--- src/hdl/rbsm_pkg.sv ---
`timescale 1ns / 1ps
// ----------------------------------------------------------------------------
// rbsm_pkg : shared types and constants of the ring buffer space manager
// Widths, action / status / register codes and controller command word.
// ----------------------------------------------------------------------------
package rbsm_pkg;

    localparam int MAX_BYTES = 65536;

    localparam int POS_W   = 17;   // offsets, sizes and byte counts
    localparam int FILL_W  = 18;   // fill count
    localparam int OFF_W   = 16;   // offsets as reported
    localparam int CFG_IDX_W = 3;
    localparam int CFG_W   = 17;

    localparam logic [POS_W-1:0]  MAX_SIZE = POS_W'(MAX_BYTES);
    localparam logic [FILL_W-1:0] FILL_MAX = {FILL_W{1'b1}};

    typedef enum logic [2:0] {
        ACT_RESERVE = 3'd0,
        ACT_COMMIT  = 3'd1,
        ACT_FREE    = 3'd2,
        ACT_READ    = 3'd3,
        ACT_CANCEL  = 3'd4,
        ACT_STOP    = 3'd5,
        ACT_RESET   = 3'd6,
        ACT_FLUSH   = 3'd7
    } t_action;

    typedef enum logic [2:0] {
        ST_OK          = 3'd0,
        ST_INVALID     = 3'd1,
        ST_NOT_ACTIVE  = 3'd2,
        ST_WOULD_BLOCK = 3'd3,
        ST_SHORT_READ  = 3'd4,
        ST_NO_ACCUM    = 3'd5
    } t_status;

    typedef enum logic [1:0] {
        WM_NONE = 2'd0,
        WM_HIGH = 2'd1,
        WM_LOW  = 2'd2
    } t_wm_event;

    typedef enum logic [1:0] {
        RUN_ACTIVE   = 2'd0,
        RUN_CANCELED = 2'd1,
        RUN_STOPPED  = 2'd2
    } t_run;

    typedef enum logic [CFG_IDX_W-1:0] {
        CFG_BUFFER_BYTES = 3'd0,
        CFG_ACC_WINDOW   = 3'd1,
        CFG_NOTIFY_EN    = 3'd2,
        CFG_WM_EN        = 3'd3,
        CFG_WM_LOW       = 3'd4,
        CFG_WM_HIGH      = 3'd5
    } t_cfg_idx;

    // controller -> datapath
    typedef struct packed {
        logic capture;   // latch the incoming word
        logic execute;   // apply the latched action, register the result
    } t_dp_cmd;

endpackage

--- src/hdl/rbsm_ctrl.sv ---
`timescale 1ns / 1ps
// ----------------------------------------------------------------------------
// rbsm_ctrl : sequencing of the space manager
// Takes a request word, lets the datapath execute it, holds the result word.
// ----------------------------------------------------------------------------
module rbsm_ctrl (
    input  logic              i_clk,
    input  logic              i_rst_n,
    input  logic              i_in_valid,
    output logic              o_in_ready,
    output logic              o_out_valid,
    input  logic              i_out_ready,
    output rbsm_pkg::t_dp_cmd o_cmd
);
    import rbsm_pkg::*;

    typedef enum logic [2:0] {
        S_IDLE = 3'b001,
        S_EXEC = 3'b010,
        S_DONE = 3'b100
    } t_state;

    t_state r_state, n_state;

    always_comb begin
        n_state = r_state;
        unique case (r_state)
            S_IDLE: if (i_in_valid) n_state = S_EXEC;
            S_EXEC: n_state = S_DONE;
            S_DONE: if (i_out_ready) n_state = S_IDLE;
            default: n_state = S_IDLE;
        endcase
    end

    always_ff @(posedge i_clk) begin
        if (!i_rst_n) begin
            r_state <= S_IDLE;
        end else begin
            r_state <= n_state;
        end
    end

    assign o_in_ready    = (r_state == S_IDLE);
    assign o_out_valid   = (r_state == S_DONE);
    assign o_cmd.capture = i_in_valid && (r_state == S_IDLE);
    assign o_cmd.execute = (r_state == S_EXEC);

endmodule

--- src/hdl/rbsm_dp.sv ---
`timescale 1ns / 1ps
// ----------------------------------------------------------------------------
// rbsm_dp : offsets, fill count, configuration and result registers
// Evaluates one action per execute command against the registered state.
// ----------------------------------------------------------------------------
module rbsm_dp (
    input  logic                              i_clk,
    input  logic                              i_rst_n,
    input  rbsm_pkg::t_dp_cmd                 i_cmd,
    input  logic                              i_cfg_wen,
    input  logic [rbsm_pkg::CFG_IDX_W-1:0]    i_cfg_index,
    input  logic [rbsm_pkg::CFG_W-1:0]        i_cfg_data,
    input  logic [2:0]                        i_action,
    input  logic [rbsm_pkg::POS_W-1:0]        i_request_bytes,
    input  logic [rbsm_pkg::OFF_W-1:0]        i_chunk_offset,
    output logic [2:0]                        o_status,
    output logic [rbsm_pkg::OFF_W-1:0]        o_grant_offset,
    output logic [rbsm_pkg::POS_W-1:0]        o_grant_bytes,
    output logic [1:0]                        o_wm_event,
    output logic                              o_notify_valid,
    output logic [rbsm_pkg::OFF_W-1:0]        o_notify_offset,
    output logic [rbsm_pkg::POS_W-1:0]        o_notify_bytes,
    output logic [rbsm_pkg::FILL_W-1:0]       o_fill_bytes
);
    import rbsm_pkg::*;

    // configuration
    logic [POS_W-1:0] r_buf_bytes, r_acc_win, r_wm_low, r_wm_high;
    logic             r_notify_en, r_wm_en;

    // latched request
    t_action          r_act;
    logic [POS_W-1:0] r_req;
    logic [OFF_W-1:0] r_coff;

    // buffer state
    logic [POS_W-1:0]  r_rpos, n_rpos, r_wpos, n_wpos, r_cpos, n_cpos, r_eod, n_eod;
    logic              r_eod_v, n_eod_v, r_wm_lvl, n_wm_lvl;
    logic [FILL_W-1:0] r_fill, n_fill;
    t_run              r_run, n_run;

    // result
    t_status           r_status, n_status;
    logic [OFF_W-1:0]  r_goff, n_goff, r_noff, n_noff;
    logic [POS_W-1:0]  r_gbytes, n_gbytes, r_nbytes, n_nbytes;
    t_wm_event         r_wev, n_wev;
    logic              r_nval, n_nval;

    // helpers
    logic [POS_W-1:0]  size, eod_gap, rd_len;
    logic              win_on, empty, wm_ok, notif_on, eod_hit;
    logic [FILL_W-1:0] wsum, csum, cm_nb, rd_short;
    logic [FILL_W:0]   fsum, cfsum;
    logic [FILL_W-1:0] fill_sat, wm_fill;
    t_wm_event         wm_ev;
    logic              wm_lvl_nx;

    always_comb begin
        if (r_buf_bytes == '0)            size = POS_W'(1);
        else if (r_buf_bytes > MAX_SIZE)  size = MAX_SIZE;
        else                              size = r_buf_bytes;
    end

    assign win_on   = (r_acc_win != '0) && (r_acc_win <= (size >> 1));
    assign notif_on = win_on && r_notify_en;
    assign empty    = (r_wpos == r_rpos) && (r_fill == '0);
    assign wm_ok    = r_wm_en && (r_wm_high <= size) && (r_wm_low <= r_wm_high);

    assign wsum = {1'b0, r_wpos} + {1'b0, r_req};
    assign csum = {1'b0, r_cpos} + {1'b0, r_req};

    assign fsum     = {1'b0, r_fill} + {2'b00, r_req};
    assign fill_sat = (fsum > {1'b0, FILL_MAX}) ? FILL_MAX : fsum[FILL_W-1:0];
    assign cfsum    = {2'b00, r_cpos} + {1'b0, fill_sat};
    assign cm_nb    = fill_sat - {1'b0, r_req};

    assign eod_hit  = r_eod_v && (csum > {1'b0, r_eod});
    assign eod_gap  = (r_eod > r_cpos) ? (r_eod - r_cpos) : '0;
    assign rd_len   = (eod_gap == '0) ? r_req : eod_gap;
    assign rd_short = ({1'b0, r_req} > r_fill) ? r_fill : {1'b0, r_req};

    // hysteresis on the fill seen after the action
    assign wm_fill = (r_act == ACT_COMMIT) ? fill_sat : r_fill;
    always_comb begin
        wm_ev     = WM_NONE;
        wm_lvl_nx = r_wm_lvl;
        if (wm_ok) begin
            if (wm_fill > {1'b0, r_wm_high} && !r_wm_lvl) begin
                wm_ev     = WM_HIGH;
                wm_lvl_nx = 1'b1;
            end else if (wm_fill < {1'b0, r_wm_low} && r_wm_lvl) begin
                wm_ev     = WM_LOW;
                wm_lvl_nx = 1'b0;
            end
        end
    end

    always_comb begin
        n_rpos   = r_rpos;
        n_wpos   = r_wpos;
        n_cpos   = r_cpos;
        n_eod    = r_eod;
        n_eod_v  = r_eod_v;
        n_fill   = r_fill;
        n_run    = r_run;
        n_wm_lvl = r_wm_lvl;
        n_status = ST_OK;
        n_goff   = '0;
        n_gbytes = '0;
        n_wev    = WM_NONE;
        n_nval   = 1'b0;
        n_noff   = '0;
        n_nbytes = '0;
        unique case (r_act)
            ACT_RESERVE: begin
                if (r_req > size) begin
                    n_status = ST_INVALID;
                end else if (r_run != RUN_ACTIVE) begin
                    n_status = ST_NOT_ACTIVE;
                end else if (wsum <= {1'b0, size}) begin
                    if (r_wpos <= r_rpos && wsum > {1'b0, r_rpos} && !empty) begin
                        n_status = ST_WOULD_BLOCK;
                    end else begin
                        n_goff = r_wpos[OFF_W-1:0];
                        n_wpos = wsum[POS_W-1:0];
                    end
                end else begin
                    // no room before the end: wrap to the start, mark end of data
                    if ((r_rpos < r_req || r_rpos >= r_wpos) && !empty) begin
                        n_status = ST_WOULD_BLOCK;
                    end else begin
                        n_eod   = r_wpos;
                        n_eod_v = 1'b1;
                        n_wpos  = r_req;
                    end
                end
            end
            ACT_COMMIT: begin
                n_fill = fill_sat;
                if (fill_sat > {1'b0, size}) begin
                    n_status = ST_INVALID;
                end else begin
                    n_wev    = wm_ev;
                    n_wm_lvl = wm_lvl_nx;
                    if (notif_on) begin
                        if (cfsum > {2'b00, size}) begin
                            n_nval   = 1'b1;
                            n_noff   = r_cpos[OFF_W-1:0];
                            n_nbytes = cm_nb[POS_W-1:0];
                            n_fill   = {1'b0, r_req};
                            n_cpos   = '0;
                        end else if (fill_sat >= {1'b0, r_acc_win}) begin
                            n_nval   = 1'b1;
                            n_noff   = r_cpos[OFF_W-1:0];
                            n_nbytes = cm_nb[POS_W-1:0];
                            n_fill   = {1'b0, r_req};
                            n_cpos   = r_cpos + cm_nb[POS_W-1:0];
                        end
                    end
                end
            end
            ACT_FREE: begin
                n_rpos   = {1'b0, r_coff} + r_req;
                n_wev    = wm_ev;
                n_wm_lvl = wm_lvl_nx;
            end
            ACT_READ: begin
                if (r_req > size) begin
                    n_status = ST_INVALID;
                end else if ({1'b0, r_req} > r_fill && r_run != RUN_STOPPED) begin
                    n_status = (r_run == RUN_ACTIVE) ? ST_WOULD_BLOCK : ST_NOT_ACTIVE;
                end else if (eod_hit) begin
                    // only the bytes up to the mark, or a fresh start at zero
                    n_goff   = (eod_gap == '0) ? '0 : r_cpos[OFF_W-1:0];
                    n_cpos   = (eod_gap == '0) ? r_req : '0;
                    n_fill   = (r_fill > {1'b0, rd_len}) ? (r_fill - {1'b0, rd_len}) : '0;
                    n_eod_v  = 1'b0;
                    n_eod    = '0;
                    n_gbytes = rd_len;
                end else begin
                    n_goff = r_cpos[OFF_W-1:0];
                    if (r_run == RUN_STOPPED && {1'b0, r_req} > r_fill) begin
                        n_status = ST_SHORT_READ;
                    end
                    n_fill   = r_fill - rd_short;
                    n_cpos   = r_cpos + rd_short[POS_W-1:0];
                    n_gbytes = rd_short[POS_W-1:0];
                end
            end
            ACT_CANCEL: begin
                n_run  = RUN_CANCELED;
                n_fill = '0;
            end
            ACT_STOP: begin
                n_run = RUN_STOPPED;
            end
            ACT_RESET: begin
                n_rpos   = '0;
                n_wpos   = '0;
                n_cpos   = '0;
                n_eod    = '0;
                n_eod_v  = 1'b0;
                n_fill   = '0;
                n_wm_lvl = 1'b0;
                n_run    = RUN_ACTIVE;
            end
            ACT_FLUSH: begin
                if (!win_on && !r_notify_en) begin
                    n_status = ST_NO_ACCUM;
                end else if (r_fill != '0 && notif_on) begin
                    n_nval   = 1'b1;
                    n_noff   = r_cpos[OFF_W-1:0];
                    n_nbytes = r_fill[POS_W-1:0];
                end
            end
            default: n_status = ST_OK;
        endcase
    end

    always_ff @(posedge i_clk) begin
        if (!i_rst_n) begin
            r_buf_bytes <= MAX_SIZE;
            r_acc_win   <= '0;
            r_notify_en <= 1'b0;
            r_wm_en     <= 1'b0;
            r_wm_low    <= '0;
            r_wm_high   <= '0;
        end else if (i_cfg_wen) begin
            unique case (i_cfg_index)
                CFG_BUFFER_BYTES: r_buf_bytes <= i_cfg_data;
                CFG_ACC_WINDOW:   r_acc_win   <= i_cfg_data;
                CFG_NOTIFY_EN:    r_notify_en <= i_cfg_data[0];
                CFG_WM_EN:        r_wm_en     <= i_cfg_data[0];
                CFG_WM_LOW:       r_wm_low    <= i_cfg_data;
                CFG_WM_HIGH:      r_wm_high   <= i_cfg_data;
                default: ;
            endcase
        end
    end

    always_ff @(posedge i_clk) begin
        if (!i_rst_n) begin
            r_rpos   <= '0;
            r_wpos   <= '0;
            r_cpos   <= '0;
            r_eod    <= '0;
            r_eod_v  <= 1'b0;
            r_fill   <= '0;
            r_run    <= RUN_ACTIVE;
            r_wm_lvl <= 1'b0;
        end else if (i_cmd.execute) begin
            r_rpos   <= n_rpos;
            r_wpos   <= n_wpos;
            r_cpos   <= n_cpos;
            r_eod    <= n_eod;
            r_eod_v  <= n_eod_v;
            r_fill   <= n_fill;
            r_run    <= n_run;
            r_wm_lvl <= n_wm_lvl;
        end
    end

    always_ff @(posedge i_clk) begin
        if (i_cmd.capture) begin
            r_act  <= t_action'(i_action);
            r_req  <= i_request_bytes;
            r_coff <= i_chunk_offset;
        end
        if (i_cmd.execute) begin
            r_status <= n_status;
            r_goff   <= n_goff;
            r_gbytes <= n_gbytes;
            r_wev    <= n_wev;
            r_nval   <= n_nval;
            r_noff   <= n_noff;
            r_nbytes <= n_nbytes;
        end
    end

    assign o_status        = r_status;
    assign o_grant_offset  = r_goff;
    assign o_grant_bytes   = r_gbytes;
    assign o_wm_event      = r_wev;
    assign o_notify_valid  = r_nval;
    assign o_notify_offset = r_noff;
    assign o_notify_bytes  = r_nbytes;
    assign o_fill_bytes    = r_fill;

endmodule

--- src/hdl/ring_buffer_space_manager.sv ---
`timescale 1ns / 1ps
// ----------------------------------------------------------------------------
// ring_buffer_space_manager : offset bookkeeping of a contiguous-chunk ring
// Reserve / commit / free / read / cancel / stop / reset / flush, one result
// word per request word, with watermark and accumulation-window reporting.
// ----------------------------------------------------------------------------
// Each request word passes through S_IDLE, in which it is accepted, S_EXEC,
// in which the datapath evaluates the action against the registered offsets
// and fill count, and S_DONE, where the result word is offered. A new request
// is taken only after the previous result has been accepted, since every
// action reads the state left by the one before. Configuration writes take
// effect at the clock edge of the write and must be made while idle.
module ring_buffer_space_manager (
    input  logic                              i_clk,
    input  logic                              i_rst_n,
    input  logic                              i_cfg_wen,
    input  logic [rbsm_pkg::CFG_IDX_W-1:0]    i_cfg_index,
    input  logic [rbsm_pkg::CFG_W-1:0]        i_cfg_data,
    input  logic                              i_in_valid,
    output logic                              o_in_ready,
    input  logic [2:0]                        i_action,
    input  logic [rbsm_pkg::POS_W-1:0]        i_request_bytes,
    input  logic [rbsm_pkg::OFF_W-1:0]        i_chunk_offset,
    output logic                              o_out_valid,
    input  logic                              i_out_ready,
    output logic [2:0]                        o_status,
    output logic [rbsm_pkg::OFF_W-1:0]        o_grant_offset,
    output logic [rbsm_pkg::POS_W-1:0]        o_grant_bytes,
    output logic [1:0]                        o_wm_event,
    output logic                              o_notify_valid,
    output logic [rbsm_pkg::OFF_W-1:0]        o_notify_offset,
    output logic [rbsm_pkg::POS_W-1:0]        o_notify_bytes,
    output logic [rbsm_pkg::FILL_W-1:0]       o_fill_bytes
);
    import rbsm_pkg::*;

    t_dp_cmd cmd;

    rbsm_ctrl u_ctrl (
        .i_clk       (i_clk),
        .i_rst_n     (i_rst_n),
        .i_in_valid  (i_in_valid),
        .o_in_ready  (o_in_ready),
        .o_out_valid (o_out_valid),
        .i_out_ready (i_out_ready),
        .o_cmd       (cmd)
    );

    rbsm_dp u_dp (
        .i_clk           (i_clk),
        .i_rst_n         (i_rst_n),
        .i_cmd           (cmd),
        .i_cfg_wen       (i_cfg_wen),
        .i_cfg_index     (i_cfg_index),
        .i_cfg_data      (i_cfg_data),
        .i_action        (i_action),
        .i_request_bytes (i_request_bytes),
        .i_chunk_offset  (i_chunk_offset),
        .o_status        (o_status),
        .o_grant_offset  (o_grant_offset),
        .o_grant_bytes   (o_grant_bytes),
        .o_wm_event      (o_wm_event),
        .o_notify_valid  (o_notify_valid),
        .o_notify_offset (o_notify_offset),
        .o_notify_bytes  (o_notify_bytes),
        .o_fill_bytes    (o_fill_bytes)
    );

    // one word in flight at a time
    a_one_in_flight: assert property (@(posedge i_clk) disable iff (!i_rst_n)
        !(o_in_ready && o_out_valid))
        else $error("request and result side open together");

    // a taken request passes through S_EXEC before its result is offered
    a_result_follows: assert property (@(posedge i_clk) disable iff (!i_rst_n)
        (i_in_valid && o_in_ready) |=> ##1 o_out_valid)
        else $error("result word missing after request");

    // a blocked request hands out nothing
    a_block_quiet: assert property (@(posedge i_clk) disable iff (!i_rst_n)
        (o_out_valid && o_status == ST_WOULD_BLOCK) |->
            (o_grant_bytes == '0 && !o_notify_valid && o_wm_event == WM_NONE))
        else $error("would-block result carries a grant or event");

    // watermark events only in their defined codes
    a_wm_code: assert property (@(posedge i_clk) disable iff (!i_rst_n)
        o_out_valid |-> (o_wm_event == WM_NONE || o_wm_event == WM_HIGH ||
                         o_wm_event == WM_LOW))
        else $error("bad watermark event code");

endmodule

--- config.mk ---
export PLATFORM = sky130hd
export DESIGN_NAME = ring_buffer_space_manager
export DESIGN_NICKNAME = d
export VERILOG_FILES = /design/src/hdl/rbsm_pkg.sv /design/src/hdl/rbsm_ctrl.sv /design/src/hdl/rbsm_dp.sv /design/src/hdl/ring_buffer_space_manager.sv
export SDC_FILE = /design/constraint.sdc
export NUM_CORES = 1
export LEC_CHECK = 0
export BUFFER_PORTS_ARGS = -buffer_cell sky130_fd_sc_hd__buf_2
export CORE_MARGIN = 5
export CORE_UTILIZATION = 40
export DETAILED_ROUTE_END_ITERATION = 6
export SYNTH_ARGS = -nofsm -noshare
export SYNTH_HDL_FRONTEND = slang
export SYNTH_SLANG_ARGS = --single-unit
--- constraint.sdc ---
create_clock -name i_clk -period 8.03 [get_ports i_clk]
set_input_delay 1.2045 -clock i_clk [delete_from_list [all_inputs] [get_ports i_clk]]
set_output_delay 1.2045 -clock i_clk [all_outputs]
set_load 0.1 [all_outputs]
==> results of run 1 <==
## metrics by stage
stage | cells | total power [mW] | setup WS, ns
finish | 4227 | 4.75 | 0.524
CTS | 4226 | 4.72 | 0.733
detailed placement | 4161 | 2.97 | 0.755
global placement | 4161 | 2.97 | 0.977
global route | 4226 | 4.93 | 0.0153
floorplan | 3175 | 2.49 | 0.590
## per-layer routing
metal | GRT usage | share of wire | vias to the layer above
li1 | - | - | 12100
met1 | 0.408 | 0.44 | 12000
met2 | 0.426 | 0.41 | 1344
met3 | 0.0567 | 0.10 | 244
met4 | 0.127 | 0.053 | 2
met5 | 0 | 0.000065 | -
## kinds of logic after synthesis
kind of cell,synth area share
xor+xnor,0.0489
fa+ha+maj,0.214
compound gates,0.256
buf+inv,0.0522
simple gates,0.171
flops,0.246
mux,0.0122
## layout make-up
type	count	area share
Antenna cell	1	0.0000841
Clock buffer	49	0.0340
Clock inverter	16	0.00883
Inverter	240	0.0304
Multi-Input combinational cell	2554	0.626
Sequential cell	271	0.219
Tap cell	864	0.0363
Timing Repair Buffer	232	0.0458
## cell usage after synthesis (11+ instances only)
| master | instances | area, µm² |
|---|---|---|
| sky130_fd_sc_hd__nor2b_1 | 50 | 313 |
| sky130_fd_sc_hd__a22o_1 | 17 | 149 |
| sky130_fd_sc_hd__o2111ai_1 | 11 | 96.3 |
| sky130_fd_sc_hd__and3_1 | 18 | 113 |
| sky130_fd_sc_hd__and2_1 | 18 | 113 |
| sky130_fd_sc_hd__inv_1 | 237 | 890 |
| sky130_fd_sc_hd__a22oi_1 | 29 | 218 |
| sky130_fd_sc_hd__dfxtp_1 | 163 | 3260 |
| sky130_fd_sc_hd__nand3_1 | 66 | 330 |
| sky130_fd_sc_hd__mux2i_1 | 30 | 300 |
| sky130_fd_sc_hd__xor2_1 | 52 | 455 |
| sky130_fd_sc_hd__o21a_1 | 36 | 270 |
| sky130_fd_sc_hd__a21o_1 | 103 | 773 |
| sky130_fd_sc_hd__a221oi_1 | 21 | 184 |
| sky130_fd_sc_hd__a32o_1 | 31 | 310 |
| sky130_fd_sc_hd__a211oi_1 | 35 | 263 |
| sky130_fd_sc_hd__a2111oi_0 | 16 | 140 |
| sky130_fd_sc_hd__fa_1 | 11 | 220 |
| sky130_fd_sc_hd__o211ai_1 | 15 | 113 |
| sky130_fd_sc_hd__xnor2_1 | 96 | 841 |
| sky130_fd_sc_hd__a31oi_1 | 19 | 119 |
| sky130_fd_sc_hd__o31ai_1 | 29 | 218 |
| sky130_fd_sc_hd__clkbuf_1 | 77 | 289 |
| sky130_fd_sc_hd__a211oi_2 | 13 | 163 |
| sky130_fd_sc_hd__nand2b_1 | 43 | 269 |
| sky130_fd_sc_hd__buf_2 | 12 | 60.1 |
| sky130_fd_sc_hd__or3_1 | 29 | 181 |
| sky130_fd_sc_hd__a21oi_1 | 276 | 1380 |
| sky130_fd_sc_hd__o22ai_1 | 16 | 100 |
| sky130_fd_sc_hd__a211o_1 | 16 | 140 |
| sky130_fd_sc_hd__edfxtp_1 | 108 | 3240 |
| sky130_fd_sc_hd__nor2_1 | 194 | 728 |
| sky130_fd_sc_hd__o311ai_0 | 11 | 96.3 |
| sky130_fd_sc_hd__nand4_1 | 56 | 350 |
| sky130_fd_sc_hd__o21ai_0 | 168 | 841 |
| sky130_fd_sc_hd__ha_1 | 435 | 5440 |
| sky130_fd_sc_hd__nor3_1 | 59 | 295 |
| sky130_fd_sc_hd__o21bai_1 | 18 | 135 |
| sky130_fd_sc_hd__nand2_1 | 328 | 1230 |
| sky130_fd_sc_hd__nor4_1 | 27 | 169 |
## power by group
group | switching, mW | total (mW) | internal, mW | leakage [nW]
Combinational | 0.988 | 1.50 | 0.513 | 9.75
Clock | 0.674 | 1.76 | 1.09 | 0.617
Sequential | 0.0308 | 1.49 | 1.46 | 2.27
## sequential cells by signal, indices dropped and copies added, names as in the netlist, 2 cells and up
register and flops:
u_dp.o_notify_bytes 17, u_dp.o_notify_offset 16, u_dp.r_act 3, u_dp.r_wm_high 17, u_dp.r_coff 16, u_dp.r_wpos 17, u_dp.r_rpos 17, u_dp.r_req 17
u_dp.r_run 2, u_ctrl.r_state 3, u_dp.r_buf_bytes 17, u_dp.r_acc_win 17, u_dp.o_grant_bytes 17, u_dp.o_wm_event 2, u_dp.r_cpos 17, u_dp.o_fill_bytes 18
u_dp.o_grant_offset 16, u_dp.r_wm_low 17, u_dp.r_eod 17, u_dp.o_status 3
## placed cells by master (no fill, tap or decap), drive strengths merged, types with 30 or more instances in the layout
cell,n
ha,435
nand2,330
a21oi,280
inv,241
buf,232
nor2,195
o21ai,178
dfxtp,163
edfxtp,108
a21o,103
xnor2,96
nand3,66
nor3,60
nand4,56
xor2,52
nor2b,50
clkbuf,49
a211oi,49
nand2b,43
o21a,36
a32o,31
mux2i,30
or3,30
## how the worst max path moves through the flow
stage,from,to,slack [ns],depth (start not counted)
finish,u_dp.o_fill_bytes[2]$_SDFFE_PN0P_,u_dp.o_notify_offset[0]$_DFFE_PP_,0.52,30
global route,u_dp.o_fill_bytes[2]$_SDFFE_PN0P_,u_dp.r_cpos[16]$_SDFFE_PN0P_,0.02,29
CTS,u_dp.r_req[0]$_DFFE_PP_,u_dp.o_notify_offset[0]$_DFFE_PP_,0.73,30
detailed placement,u_dp.r_req[0]$_DFFE_PP_,u_dp.o_notify_offset[0]$_DFFE_PP_,0.75,30
global placement,u_dp.r_req[0]$_DFFE_PP_,u_dp.o_notify_offset[0]$_DFFE_PP_,0.98,29
floorplan,u_dp.o_fill_bytes[15]$_SDFFE_PN0P_,u_dp.o_notify_offset[10]$_DFFE_PP_,0.59,29
## worst max-delay path, delay by kind of cell (launching register included)
family	cells	cell delay (ns)
AO/OA/AOI/OAI	15	3.79
adder cells (fa/ha/maj)	3	1.13
AND/OR/NAND/NOR	6	0.80
buffers and inverters	5	0.99
XOR/XNOR	1	0.12
flip-flops	1	0.50
==> impl_metrics.sql, run 1 <==
INSERT INTO impl_metrics (metric_group, metric, value, unit) VALUES
('global_route', 'gr-total-overflow', '0', ''),
('worst_setup_path', 'critPathLaunchType', 'flip-flop', ''),
('floorplanning', 'chipWidth', '267', 'µm'),
('worst_setup_path', 'regToRegEndpoint', 'u_dp.o_notify_offset[0]$_DFFE_PP_', ''),
('power', 'pwr_density_cell', '160', 'mW/mm²'),
('yosys', 'syn_nets', '3682', ''),
('floorplanning', 'fp.dieH', '267', 'µm'),
('clocking', 'number_of_sinks_handled_by_clock_tree_synthesis', '271', ''),
('worst_setup_path', 'endpoint_kind', 'flip-flop', ''),
('yosys', 'netlist_instances', '3175', ''),
('floorplanning', 'die_area', '0.0715', 'mm²'),
('layout', 'register_area', '0.00651', 'mm²'),
('yosys', 'syn_avg_cell_area', '8.34', 'µm²'),
('min_path', 'hold_class', 'reg -> reg', ''),
('place', 'place.gp.congestion', '1.03', ''),
('global_route', 'grt_max_degree', '85', ''),
('outcome', 'violated_checks', 'design-rule violations', ''),
('clocking', 'clk_path_buf_depth', '3', ''),
('sta', 'finalSetupViolCount', '0', ''),
('sta', 'hold_violations', '0', ''),
('worst_setup_path', 'worstRegToRegCells', '30', ''),
('yosys', 'synth.yosys.warnings', '0', ''),
('routing', 'ant_nets', '0', ''),
('routing', 'detailroute.via_count', '25700', ''),
('layout', 'num-fill-cells', '6522', ''),
('place', 'place.detailed.hpwl', '84000', 'µm'),
('min_path', 'hold_path_startpoint', 'u_dp.r_buf_bytes[7]$_SDFFE_PN0P_', ''),
('power', 'power.static_leakage', '12.6', 'nW'),
('layout', 'design.final.nets', '3842', ''),
('sta', 'hold_slack', '0.472', 'ns'),
('global_route', 'grt_pass1_vias', '23600', ''),
('yosys', 'synth.cell_area', '0.0265', 'mm²'),
('global_route', 'gr-usage-all-layers', '0.288', ''),
('floorplanning', 'ios', '153', ''),
('yosys', 'synth-edff-count', '108', ''),
('global_route', 'grt_antenna_before_repair', '9', ''),
('global_route', 'first_pass_grt_wire_length', '155000', 'µm'),
('sta', 'drv_slew', '0', ''),
('outcome', 'outcome', 'complete, but fails checks', ''),
('place', 'port_buffers', '152', ''),
('routing', 'post_drt_wl_per_cell', '25.5', 'µm'),
('layout', 'final_design_area_no_fill', '0.0298', 'mm²'),
('worst_setup_path', 'crit-reg2reg-launch', 'u_dp.o_fill_bytes[2]$_SDFFE_PN0P_', ''),
('sta', 'worstMarginPinSlew', '1.28', 'ns'),
('clocking', 'htree_num_levels', '2', ''),
('clocking', 'numCtsBuffers', '36', ''),
('clocking', 'cts_tree', 'yes', ''),
('routing', 'post_drt_via_cell_ratio', '6.09', ''),
('power', 'peakVddDrop', '0.135', 'mV'),
('floorplanning', 'fp.coreArea', '0.0657', 'mm²'),
('worst_setup_path', 'arrival', '7.92', 'ns'),
('sta', 'max_freq', '133', 'MHz'),
('clocking', 'clk_pin_slew', '0.06', 'ns'),
('yosys', 'async_flop_share', '0', ''),
('worst_setup_path', 'cp_slowest_cell', 'sky130_fd_sc_hd__a211oi_4', ''),
('layout', 'drive_above_1_share', '0.106', ''),
('min_path', 'min_to', 'u_dp.r_buf_bytes[7]$_SDFFE_PN0P_', ''),
('floorplanning', 'start_util', '0.403', ''),
('layout', 'syn_to_final_growth', '12.3', '%'),
('yosys', 'postSynth.topFlopCell', 'sky130_fd_sc_hd__dfxtp_1', ''),
('sta', 'max-slew-margin-rel', '0.136', ''),
('job', 'drv.max_cap_violation_count', '0', ''),
('sta', 'grt_setup_unrepaired', 'false', ''),
('layout', 'multi_input_comb_area', '0.0186', 'mm²'),
('worst_setup_path', 'path_max_fanout', '18', ''),
('floorplanning', 'number_of_rows_in_the_core_area', '94', ''),
('yosys', 'synth.distinct_cells', '108', ''),
('yosys', 'synth.ff_latch_count', '271', ''),
('clocking', 'cts_repair_resize_count', '0', ''),
('routing', 'drt-initial-drc-count', '3244', ''),
('routing', 'drcViolationCount', '1', '');
Power figures use the tool's default switching activity.
==> inputs of run 2 (changes only) <==
--- a/config.mk
+++ b/config.mk
@@ -9,6 +9,8 @@
 export CORE_MARGIN = 5
 export CORE_UTILIZATION = 40
 export DETAILED_ROUTE_END_ITERATION = 6
+export REMOVE_ABC_BUFFERS = 1
+export SLEW_MARGIN = 5
 export SYNTH_ARGS = -nofsm -noshare
 export SYNTH_HDL_FRONTEND = slang
 export SYNTH_SLANG_ARGS = --single-unit
==> run 2 against run 1 <==
Net effect: the run still ends with design-rule violations left; worst hold slack better by 0.0033 ns; non-clock buffer count up 4; clock-buffer cell count unchanged; sequential share of layout area up 0.058 points; combinational power about the same; fmax down 0.97%; sequential power about the same; first-iteration DRC count down 4.6%; flip-flop and latch count unchanged; critical path type unchanged; largest cell class unchanged; largest power group unchanged.
==> impl_metrics.sql, run 2 (same netlist as run 1, synthesis figures left out) <==
INSERT INTO impl_metrics (metric_group, metric, value, unit) VALUES
('floorplanning', 'number_of_rows_in_the_core_area', '94', ''),
('worst_setup_path', 'critPathLaunchType', 'flip-flop', ''),
('sta', 'min_period_over_period', '0.944', ''),
('worst_setup_path', 'cp-startpoint', 'u_dp.o_fill_bytes[15]$_SDFFE_PN0P_', ''),
('routing', 'detailroute.via_count', '26200', ''),
('floorplanning', 'fp.coreArea', '0.0657', 'mm²'),
('routing', 'drt-initial-drc-count', '3095', ''),
('sta', 'grt_setup_unrepaired', 'false', ''),
('layout', 'final_core_utilization', '0.451', ''),
('routing', 'wl_final', '113000', 'µm'),
('outcome', 'outcome', 'complete, but fails checks', ''),
('layout', 'num-fill-cells', '6519', ''),
('layout', 'final_design_area_no_fill', '0.0297', 'mm²'),
('min_path', 'hold_path_startpoint', 'u_dp.r_buf_bytes[12]$_SDFFE_PN0P_', ''),
('worst_setup_path', 'cp_slowest_cell', 'sky130_fd_sc_hd__o21ai_0', ''),
('sta', 'max-slew-margin-rel', '0.195', ''),
('floorplanning', 'ios', '153', ''),
('clocking', 'number_of_sinks_handled_by_clock_tree_synthesis', '271', ''),
('layout', 'leading_cell_type_in_the_layout_fill_and_taps_excluded', 'sky130_fd_sc_hd__ha_1', ''),
('min_path', 'hold_class', 'reg -> reg', ''),
('sta', 'setup_ws', '0.451', 'ns'),
('sta', 'finalClockSkew', '0.0271', 'ns'),
('clocking', 'cts_post_setup_buffers_inserted', '0', ''),
('layout', 'largest_reg_flops', '18', ''),
('outcome', 'violated_checks', 'design-rule violations', ''),
('sta', 'worstMarginPinSlew', '1.20', 'ns'),
('clocking', 'numCtsBuffers', '36', ''),
('worst_setup_path', 'endpoint_kind', 'flip-flop', ''),
('routing', 'post_drt_wl_per_cell', '26.6', 'µm'),
('routing', 'ant_nets', '0', ''),
('power', 'finalPower', '4.64', 'mW'),
('sta', 'finalCriticalPeriod', '7.58', 'ns'),
('power', 'peakVddDrop', '0.143', 'mV'),
('place', 'port_buffers', '152', ''),
('worst_setup_path', 'crit-reg2reg-launch', 'u_dp.o_fill_bytes[15]$_SDFFE_PN0P_', ''),
('routing', 'post_drt_via_cell_ratio', '6.19', ''),
('routing', 'drcViolationCount', '7', ''),
('worst_setup_path', 'path_max_fanout', '17', ''),
('sta', 'finalSetupViolCount', '0', ''),
('worst_setup_path', 'worst_path_dominant_cell_family', 'compound AO/OA/AOI/OAI gates', ''),
('power', 'power.static_leakage', '12.6', 'nW'),
('place', 'postPlaceCellArea', '0.0285', 'mm²'),
('worst_setup_path', 'arrival', '8.06', 'ns'),
('layout', 'register_area', '0.00651', 'mm²'),
('sta', 'drv_slew', '0', ''),
('floorplanning', 'start_util', '0.403', ''),
('worst_setup_path', 'timing.reg2reg.setup_slack', '0.45', 'ns'),
('clocking', 'ctsRootBufferMaster', 'sky130_fd_sc_hd__clkbuf_16', ''),
('worst_setup_path', 'timing.critical_path.slowest_cell_delay', '0.56', 'ns'),
('layout', 'drive_above_1_share', '0.107', ''),
('clocking', 'insertion_delay', '0.58', 'ns'),
('routing', 'first_pass_iters', '7', ''),
('place', 'post-place-ws', '0.689', 'ns'),
('power', 'pwr_density_cell', '156', 'mW/mm²'),
('place', 'place.gp.congestion', '1.03', ''),
('floorplanning', 'chipWidth', '267', 'µm'),
('sta', 'hold_violations', '0', ''),
('layout', 'multi_input_comb_area', '0.0186', 'mm²'),
('worst_setup_path', 'path_class', 'reg -> reg', ''),
('global_route', 'gr-total-overflow', '0', ''),
('job', 'drv.max_cap_violation_count', '0', ''),
('sta', 'max_freq', '132', 'MHz'),
('layout', 'post_layout_nonfiller_instances', '4233', ''),
('floorplanning', 'fp.dieH', '267', 'µm'),
('clocking', 'cts_tree', 'yes', ''),
('clocking', 'clk_pin_slew', '0.06', 'ns'),
('worst_setup_path', 'critPathBufInv', '3', ''),
('global_route', 'grt_antenna_before_repair', '8', ''),
('global_route', 'gr-usage-all-layers', '0.303', ''),
('place', 'placed_cells', '4165', ''),
('sta', 'hold_slack', '0.475', 'ns'),
('worst_setup_path', 'timing.critical_path.mode_cell', 'sky130_fd_sc_hd__o21ai_0', ''),
('layout', 'mostFrequentLayoutCells', 'sky130_fd_sc_hd__ha_1, sky130_fd_sc_hd__nand2_1, sky130_fd_sc_hd__a21oi_1, sky130_fd_sc_hd__inv_1, sky130_fd_sc_hd__nor2_1', ''),
('floorplanning', 'die_area', '0.0715', 'mm²'),
('layout', 'syn_to_final_growth', '12.0', '%'),
('global_route', 'grt_max_degree', '85', ''),
('global_route', 'first_pass_grt_wire_length', '163000', 'µm'),
('clocking', 'clk_path_buf_depth', '3', ''),
('layout', 'design.final.nets', '3846', ''),
('clocking', 'cts_repair_resize_count', '0', ''),
('worst_setup_path', 'critPathRequiredTime', '8.51', 'ns'),
('sta', 'timing.setup.tns', '0', 'ns'),
('clocking', 'cts_hold_repair.buffers', '0', ''),
('global_route', 'grt_pass1_vias', '24200', ''),
('clocking', 'htree_num_levels', '2', ''),
('place', 'place.detailed.hpwl', '87400', 'µm');
-- run 2: power breakdown --
part           internal, mW  total (mW)  switching [mW]
Combinational         0.514        1.52            1.01
Clock                 0.939        1.62           0.686
Sequential             1.46        1.50          0.0345
Total                  2.91        4.64            1.73
-- run 2: worst reg2reg max path, cell delays in order (launching register included) --
cell and delay (ns):
sky130_fd_sc_hd__dfxtp_1 0.52, sky130_fd_sc_hd__inv_1 0.14, sky130_fd_sc_hd__ha_1 0.50, sky130_fd_sc_hd__nand2b_1 0.15, sky130_fd_sc_hd__a21oi_1 0.07, sky130_fd_sc_hd__o21ai_0 0.56
sky130_fd_sc_hd__o21ai_1 0.34, sky130_fd_sc_hd__nor2_1 0.30, sky130_fd_sc_hd__inv_1 0.21, sky130_fd_sc_hd__ha_1 0.38, sky130_fd_sc_hd__o21ai_0 0.25, sky130_fd_sc_hd__o21ai_0 0.12
sky130_fd_sc_hd__o211a_1 0.18, sky130_fd_sc_hd__o41ai_2 0.31, sky130_fd_sc_hd__o2111ai_1 0.23, sky130_fd_sc_hd__o31ai_1 0.35, sky130_fd_sc_hd__xnor2_1 0.12, sky130_fd_sc_hd__ha_1 0.31
sky130_fd_sc_hd__and4_1 0.19, sky130_fd_sc_hd__nand3_1 0.11, sky130_fd_sc_hd__nor4_1 0.29, sky130_fd_sc_hd__a31oi_1 0.06, sky130_fd_sc_hd__o21ai_0 0.10, sky130_fd_sc_hd__buf_4 0.19
sky130_fd_sc_hd__o311a_1 0.46, sky130_fd_sc_hd__a2111oi_4 0.16, sky130_fd_sc_hd__or2_1 0.54, sky130_fd_sc_hd__a311oi_1 0.35
-- run 2: cell type report --
cell class / instances / share of cell area
Tap cell: 864 / 0.0364
Timing Repair Buffer: 236 / 0.0469
Inverter: 240 / 0.0304
Clock inverter: 17 / 0.00443
Multi-Input combinational cell: 2554 / 0.628
Sequential cell: 271 / 0.219
Clock buffer: 49 / 0.0348
Antenna cell: 2 / 0.000169
-- run 2: path summary, 6_finish.rpt --
path	to	cells after the start
worst max-delay path	u_dp.r_cpos[16]$_SDFFE_PN0P_	27
worst max register to register	u_dp.r_cpos[16]$_SDFFE_PN0P_	27
worst min-delay path	u_dp.r_buf_bytes[12]$_SDFFE_PN0P_	2
worst min register to register	u_dp.r_buf_bytes[12]$_SDFFE_PN0P_	2
-- run 2: layer usage --
metal,GRT usage,vias up,part of all wire
met3,0.0518,276,0.098
met5,0,-,0.00025
met1,0.425,12400,0.43
li1,-,12100,-
met2,0.453,1375,0.41
met4,0.144,6,0.055
